==> src/sv/fcsg_pkg.sv <==
`timescale 1ns / 1ps

package fcsg_pkg;

    // field widths
    localparam int COORD_W    = 9;
    localparam int RADIUS_W   = 6;
    localparam int COLOUR_W   = 16;
    localparam int POS_W      = 11;
    localparam int SPAN_W     = 7;
    localparam int STEP_W     = 6;
    localparam int DEC_W      = 10;
    localparam int CNT_W      = 6;

    // beat widths: 9+9+6+16 and 4*11 + 2*7 + 2*11 + 16
    localparam int IN_TDATA_W  = 40;
    localparam int OUT_TDATA_W = 96;

    // midpoint constants
    localparam int MAX_SPAN_RESULTS = 46;
    localparam int DEC_INIT         = 3;
    localparam int DEC_INC_STRAIGHT = 6;
    localparam int DEC_INC_DIAG     = 10;

    // microprogram
    localparam int PROG_LEN = 2;
    localparam int PC_W     = (PROG_LEN > 1) ? $clog2(PROG_LEN) : 1;

    typedef logic [PC_W-1:0] pc_t;

    localparam pc_t STEP_LOAD = pc_t'(0);
    localparam pc_t STEP_SPAN = pc_t'(1);

    typedef enum logic [1:0] {
        BR_NEXT      = 2'd0,
        BR_JUMP      = 2'd1,
        BR_LOOP_LAST = 2'd2
    } br_t;

    typedef struct packed {
        logic wait_in;
        logic wait_out;
        logic load;
        logic emit;
        br_t  br;
        pc_t  target;
    } ucode_t;

    typedef struct packed {
        logic in_valid;
        logic out_free;
        logic last;
    } seq_status_t;

    typedef struct packed {
        logic ready;
        logic span_step;
        logic load_en;
        logic emit_en;
    } seq_ctrl_t;

    function automatic ucode_t prog_word(pc_t pc);
        ucode_t w;
        w = '0;
        unique case (pc)
            STEP_LOAD:
            begin
                // wait for a request beat and latch it
                w.wait_in  = 1'b1;
                w.load     = 1'b1;
                w.br       = BR_NEXT;
                w.target   = STEP_LOAD;
            end
            STEP_SPAN:
            begin
                // one midpoint iteration per free output slot
                w.wait_out = 1'b1;
                w.emit     = 1'b1;
                w.br       = BR_LOOP_LAST;
                w.target   = STEP_LOAD;
            end
        endcase
        return w;
    endfunction

endpackage

==> src/sv/filled_circle_span_generator_core.sv <==
`timescale 1ns / 1ps

// Filled circle span generator. Each request beat on the s_ side (centre, radius,
// colour) is turned into a run of result beats on the m_ side by the midpoint
// circle algorithm: decision starts at 3-2r with x=0, y=r, and one beat is made per
// iteration while y>=x. A beat carries four horizontal fill spans: two of width
// 2x+1 from column cx-x on rows cy-y and cy+y, and two of width 2y+1 from column
// cx-y on rows cy-x and cy+x, plus the colour; tlast marks the final beat of the
// circle. Columns and rows are 11-bit two's complement and may go below zero or
// past 511 near the edges. Radius above MAX_RADIUS is clamped; radius 0 gives a
// single beat. Timing: a request is latched by the load step, then one beat per cycle
// follows while the output is not stalled, about r/sqrt(2)+1 beats, so 45 beats for
// radius 63. The rate is set by the span step of the two-step microprogram, which
// runs one midpoint iteration each cycle that the output slot is free. A new
// request is taken only once the last beat of the previous circle sits in the
// output register.

module filled_circle_span_generator_core
    import fcsg_pkg::*;
#(
    parameter int MAX_RADIUS = 63
)
(
    input  logic                   clk,
    input  logic                   rst_n,
    // centre_x, centre_y, radius, fill_colour
    input  logic [IN_TDATA_W-1:0]  s_tdata,
    input  logic                   s_tvalid,
    output logic                   s_tready,
    // wide_left, wide_width, wide_top_row, wide_bottom_row, tall_left, tall_width,
    // tall_top_row, tall_bottom_row, span_colour
    output logic [OUT_TDATA_W-1:0] m_tdata,
    output logic                   m_tvalid,
    input  logic                   m_tready,
    output logic                   m_tlast
);

    // request fields
    logic [COORD_W-1:0]  in_cx;
    logic [COORD_W-1:0]  in_cy;
    logic [RADIUS_W-1:0] in_radius;
    logic [COLOUR_W-1:0] in_colour;
    logic [RADIUS_W-1:0] radius_clamped;

    // iteration state
    logic [STEP_W-1:0]        x_reg, x_next;
    logic [STEP_W-1:0]        y_reg, y_next;
    logic signed [DEC_W-1:0]  d_reg, d_next;
    logic [COORD_W-1:0]       cx_reg, cx_next;
    logic [COORD_W-1:0]       cy_reg, cy_next;
    logic [COLOUR_W-1:0]      colour_reg, colour_next;
    logic [CNT_W-1:0]         cnt_reg, cnt_next;

    // output register
    logic                     m_tvalid_reg, m_tvalid_next;
    logic                     m_tlast_reg, m_tlast_next;
    logic [OUT_TDATA_W-1:0]   m_tdata_reg, m_tdata_next;

    // datapath terms
    logic [STEP_W:0]          x_inc;
    logic                     step_down;
    logic [DEC_W-1:0]         x4;
    logic [DEC_W-1:0]         y4;
    logic                     last_geom;
    logic                     last_cnt;
    logic [POS_W-1:0]         cx_ext, cy_ext, x_ext, y_ext;
    logic [POS_W-1:0]         wide_left, wide_top_row, wide_bottom_row;
    logic [POS_W-1:0]         tall_left, tall_top_row, tall_bottom_row;
    logic [SPAN_W-1:0]        wide_width, tall_width;

    seq_status_t status;
    seq_ctrl_t   ctrl;

    fcsg_sequencer u_seq
    (
        .clk    (clk),
        .rst_n  (rst_n),
        .status (status),
        .ctrl   (ctrl)
    );

    always_comb
    begin
        in_cx     = s_tdata[8:0];
        in_cy     = s_tdata[17:9];
        in_radius = s_tdata[23:18];
        in_colour = s_tdata[39:24];

        radius_clamped = (32'(in_radius) > MAX_RADIUS) ? RADIUS_W'(MAX_RADIUS) : in_radius;

        // decision negative: straight step, else diagonal step with y down
        x_inc     = {1'b0, x_reg} + 1'b1;
        step_down = !d_reg[DEC_W-1];
        x4        = DEC_W'({x_reg, 2'b00});
        y4        = DEC_W'({y_reg, 2'b00});

        // loop ends when the updated y falls below the updated x
        last_geom = step_down ? ({1'b0, y_reg} <= x_inc) : (y_reg <= x_reg);
        last_cnt  = (cnt_reg == CNT_W'(MAX_SPAN_RESULTS - 1));

        status.in_valid = s_tvalid;
        status.out_free = !m_tvalid_reg || m_tready;
        status.last     = last_geom || last_cnt;

        // span geometry in 11-bit two's complement
        cx_ext = POS_W'(cx_reg);
        cy_ext = POS_W'(cy_reg);
        x_ext  = POS_W'(x_reg);
        y_ext  = POS_W'(y_reg);

        wide_left       = cx_ext - x_ext;
        wide_width      = {x_reg, 1'b1};
        wide_top_row    = cy_ext - y_ext;
        wide_bottom_row = cy_ext + y_ext;
        tall_left       = cx_ext - y_ext;
        tall_width      = {y_reg, 1'b1};
        tall_top_row    = cy_ext - x_ext;
        tall_bottom_row = cy_ext + x_ext;

        // defaults: hold
        x_next        = x_reg;
        y_next        = y_reg;
        d_next        = d_reg;
        cx_next       = cx_reg;
        cy_next       = cy_reg;
        colour_next   = colour_reg;
        cnt_next      = cnt_reg;
        m_tdata_next  = m_tdata_reg;
        m_tlast_next  = m_tlast_reg;
        m_tvalid_next = m_tvalid_reg && !m_tready;

        if (ctrl.load_en)
        begin
            cx_next     = in_cx;
            cy_next     = in_cy;
            colour_next = in_colour;
            x_next      = '0;
            y_next      = radius_clamped;
            d_next      = DEC_W'(DEC_INIT) - DEC_W'({radius_clamped, 1'b0});
            cnt_next    = '0;
        end
        else if (ctrl.emit_en)
        begin
            m_tdata_next  = {colour_reg, tall_bottom_row, tall_top_row, tall_width,
                             tall_left, wide_bottom_row, wide_top_row, wide_width,
                             wide_left};
            m_tlast_next  = status.last;
            m_tvalid_next = 1'b1;

            if (step_down)
            begin
                d_next = d_reg + x4 - y4 + DEC_W'(DEC_INC_DIAG);
                y_next = y_reg - 1'b1;
            end
            else
            begin
                d_next = d_reg + x4 + DEC_W'(DEC_INC_STRAIGHT);
            end
            x_next   = x_inc[STEP_W-1:0];
            cnt_next = cnt_reg + 1'b1;
        end
    end

    always_ff @(posedge clk or negedge rst_n)
    begin
        if (!rst_n)
        begin
            m_tvalid_reg <= 1'b0;
        end
        else
        begin
            m_tvalid_reg <= m_tvalid_next;
        end
    end

    // payload and iteration registers need no reset
    always_ff @(posedge clk)
    begin
        x_reg       <= x_next;
        y_reg       <= y_next;
        d_reg       <= d_next;
        cx_reg      <= cx_next;
        cy_reg      <= cy_next;
        colour_reg  <= colour_next;
        cnt_reg     <= cnt_next;
        m_tdata_reg <= m_tdata_next;
        m_tlast_reg <= m_tlast_next;
    end

    assign s_tready = ctrl.ready;
    assign m_tvalid = m_tvalid_reg;
    assign m_tdata  = m_tdata_reg;
    assign m_tlast  = m_tlast_reg;

`ifndef SYNTHESIS
    // the span step only ever runs inside the loop condition
    a_loop_cond: assert property (@(posedge clk) disable iff (!rst_n)
        ctrl.span_step |-> (y_reg >= x_reg))
        else $error("span step entered with y below x");

    // iteration count stays under the bound
    a_cnt_bound: assert property (@(posedge clk) disable iff (!rst_n)
        ctrl.span_step |-> (cnt_reg < CNT_W'(MAX_SPAN_RESULTS)))
        else $error("iteration count past bound");

    // no new request while a circle is still part-way out
    a_no_overlap: assert property (@(posedge clk) disable iff (!rst_n)
        s_tready |-> !(m_tvalid && !m_tlast))
        else $error("request taken in the middle of a circle");

    // a non-final beat taken is followed straight away by the next one
    a_run_continues: assert property (@(posedge clk) disable iff (!rst_n)
        (m_tvalid && m_tready && !m_tlast) |=> m_tvalid)
        else $error("gap inside a circle run");
`endif

endmodule

==> src/sv/fcsg_sequencer.sv <==
`timescale 1ns / 1ps

module fcsg_sequencer
    import fcsg_pkg::*;
(
    input  logic        clk,
    input  logic        rst_n,
    input  seq_status_t status,
    output seq_ctrl_t   ctrl
);

    pc_t    pc_reg;
    pc_t    pc_next;
    ucode_t word;
    logic   go;

    always_comb
    begin
        word = prog_word(pc_reg);
        go   = !(word.wait_in && !status.in_valid) && !(word.wait_out && !status.out_free);

        ctrl.ready     = word.load;
        ctrl.span_step = word.emit;
        ctrl.load_en   = word.load && go;
        ctrl.emit_en   = word.emit && go;

        pc_next = pc_reg;
        if (go)
        begin
            unique case (word.br)
                BR_NEXT:      pc_next = pc_t'(pc_reg + 1'b1);
                BR_JUMP:      pc_next = word.target;
                BR_LOOP_LAST: pc_next = status.last ? word.target : pc_reg;
                default:      pc_next = STEP_LOAD;
            endcase
        end
    end

    always_ff @(posedge clk or negedge rst_n)
    begin
        if (!rst_n)
        begin
            pc_reg <= STEP_LOAD;
        end
        else
        begin
            pc_reg <= pc_next;
        end
    end

endmodule
==> config.mk <==
export PLATFORM = sky130hd
export DESIGN_NAME = filled_circle_span_generator_core
export DESIGN_NICKNAME = d
export VERILOG_FILES = /design/src/sv/fcsg_pkg.sv /design/src/sv/filled_circle_span_generator_core.sv /design/src/sv/fcsg_sequencer.sv
export SDC_FILE = /design/constraint.sdc
export NUM_CORES = 1
export LEC_CHECK = 0
export ABC_AREA = 1
export BUFFER_PORTS_ARGS = -buffer_cell sky130_fd_sc_hd__buf_2
export CAP_MARGIN = 20
export CORE_ASPECT_RATIO = 1.1
export CORE_MARGIN = 2
export CORE_UTILIZATION = 51
export DETAILED_ROUTE_END_ITERATION = 12
export GPL_ROUTABILITY_DRIVEN = 1
export PLACE_DENSITY = 0.86
export SLEW_MARGIN = 30
export SYNTH_ARGS = -nofsm -noshare
export SYNTH_HDL_FRONTEND = slang
export SYNTH_HIERARCHICAL = 1
export SYNTH_SLANG_ARGS = --single-unit
==> constraint.sdc <==
create_clock -name clk -period 5.6 [get_ports clk]
set_input_delay 1.12 -clock clk [delete_from_list [all_inputs] [get_ports clk]]
set_output_delay 1.12 -clock clk [all_outputs]
set_load 0.03 [all_outputs]
==> results.md <==
* Outcome: finished, final reports clean
* RSZ-0062 raised after global routing: no
* CP Launch Type: flip-flop
* Starting Density at between 50% and 60%
* Area Growth Syn to Fin at 18.3%
* Syn_area_per_cell at 10.7 um^2
* Vias in the first global route at approximately 5600
* Worst Path Arrival at 3.54 ns
* Die Footprint at approximately 17000 um^2
* N_diodes at 0
* Cell family with most CP delay: adder cells
* Final setup fails at 0
* Min Tclk post-route at ~3.4 ns
* Nets at 1005
* Yosys warnings at 6
* Io pins at about 140
* Post-CTS resize count at 0
* Overflow after GRT at 0
* Final Wtd Congestion at 0.878
* MaxCap Viol Count at 0
* Cells after Synth at between 700 and 800
* Hold WC Path Type: flip-flop to flip-flop
* Slew headroom at a little over two fifths
* WS Path Type: flip-flop to flip-flop
* H-tree levels at 4
* Worst slew pin tran at a little over 0.8 ns
* Crit-path slowest cell: dfxtp_1
* Bufs and invs on worst path at 2
* Max reg flops at 86
* Clk_lat worst skew at about 0.44 ns
* Clock Tree Buf Depth at 2
* IO buf count at roughly 140
* Postcts setup bufs at 0
* Max Slew Vio Count at 0
* Antenna viol nets, final at 0
* Pin count of the biggest net entering global routing at 69
* Die Y-Extent at ~130 um
* Via density at between 5 and 6
* First-pass GRT wire length at around 27000 um
* Final Skew at around 0.011 ns
* CTS clk-pin slew, worst paths at 0.07 ns
* Share of layout cells above drive strength 1 at a little over a fifth
* First drt pass iteration count at 6
* Clk sinks at 150
* Fin crit share at around 60%
* Vias at roughly 5700
* CORE AREA at 15100 um^2
* Critical Path Sink Type: flip-flop
* Max Freq at between 200 and 300 MHz
* Hpwl dp at between 10000 and 15000 um
* Final WL at 17400 um
* Critical path peak fanout at 9
* Iteration-0 DRC Markers at slightly below 400
* Top cell by count, worst path: nand2_1
* Routed WL per cell at approximately 16 um
* CTS tree: built
* Total track usage at around 22%
* Data required, critical path at 5.78 ns
* Hold-fix buffers at CTS at 0
* CP peak stage delay at between 0.4 and 0.5 ns
* Residual DRC at 0
* Setup TNS at 0 ns
* Netlist Area Pre-Place at slightly below 8000 um^2
* Critical-path cell list: ha_1 > fa_1 > xnor2_1 > inv_1 > ha_1 > ha_1 > nand2_1 > nand2_1 > nand2_1 > nand3_1 > nand2_1 > nand2_1 > inv_1 > nand3_1 > nand3_1 > nand2_1 > nand2_1 > nand2_1
* Cell row count at 47
* CTS Root Cell: clkbuf_16
* Chip Width at around 120 um
* Antenna violations before repair at 0
* Count of final hold-check violations at 0
* CTS Buf Count at 17
## per-layer routing
metal | part of all wire [%] | vias up | routed length, um | global-route usage [%]
li1 | - | 2770 | - | -
met1 | 40 | 2666 | 6890 | 26.5
met2 | 49 | 256 | 8590 | 35.9
met3 | 6.5 | 57 | 1130 | 4.98
met4 | 4.7 | 0 | 825 | 12.3
met5 | 0 | - | 0 | 0
## worst register-to-register path, cell delays in order, from the launching register on
cell	delay, ns
dfxtp_1	0.43
ha_1	0.29
fa_1	0.43
xnor2_1	0.37
inv_1	0.09
ha_1	0.28
ha_1	0.36
nand2_1	0.08
nand2_1	0.06
nand2_1	0.06
nand3_1	0.11
nand2_1	0.08
nand2_1	0.06
inv_1	0.06
nand3_1	0.07
nand3_1	0.08
nand2_1	0.06
nand2_1	0.06
nand2_1	0.06
## area by class of cell
type | count | area [um^2]
clock buffer | 17 | 425
clock inverter | 15 | 169
fill | 1109 | 5730
inverter | 114 | 428
multi-input combinational | 458 | 3030
sequential | 150 | 4370
tap | 196 | 245
timing repair buffer | 140 | 706
## layout by cell type, fill, tap and decap left out, drive strengths merged
master      n
ha         73
or2         2
nand2     131
nand3b      1
fa          7
nor4        1
clkbuf     17
o21bai      3
nand3      30
clkinv      7
o41ai       1
xor2       41
nor2       38
clkinvlp    2
xnor2       9
a31oi       4
buf       140
conb        4
nand4       8
o22ai       6
edfxtp    136
o31ai       4
dfrtp       2
inv       118
bufinv      2
o211ai      3
o21ai      39
dfxtp      12
a21oi      45
a22oi       1
nor3b       1
nor3        6
## per-stage QoR
stage	setup slack, ns	instances	hold WS, ns	instance area [um^2]	utilization, %
2_1_floorplan	1.05	740	0.400	7940	-
3_5_place_dp	2.17	1058	0.405	8780	58.1
5_1_grt	1.96	1090	0.423	9380	62.1
6_report	2.24	1090	0.419	9380	62.1
3_3_place_gp	2.22	1058	0.401	8780	58.1
4_1_cts	2.26	1090	0.419	9380	62.1
## worst paths after layout
| check | startpoint | end | slack [ns] | cells past startpoint |
|---|---|---|---|---|
| max in group asynchronous | rst_n | m_tvalid$_DFF_PN0_ | 5.05 | 1 |
| min in group asynchronous | rst_n | u_seq/pc_reg$_DFFE_PN0P_ | 0.46 | 1 |
| worst max register to register | x_reg[0]$_SDFFE_PP0P_ | d_reg[9]$_DFFE_PP_ | 2.24 | 18 |
| worst max-delay path | x_reg[0]$_SDFFE_PP0P_ | d_reg[9]$_DFFE_PP_ | 2.24 | 18 |
| worst min-delay path | colour_reg[11]$_DFFE_PP_ | m_tdata[91]$_DFFE_PP_ | 0.42 | 0 |
| worst min register to register | colour_reg[11]$_DFFE_PP_ | m_tdata[91]$_DFFE_PP_ | 0.42 | 0 |
Power is not shown: default switching activity piles up to over one toggle a cycle in this logic, so the estimate is an artifact.
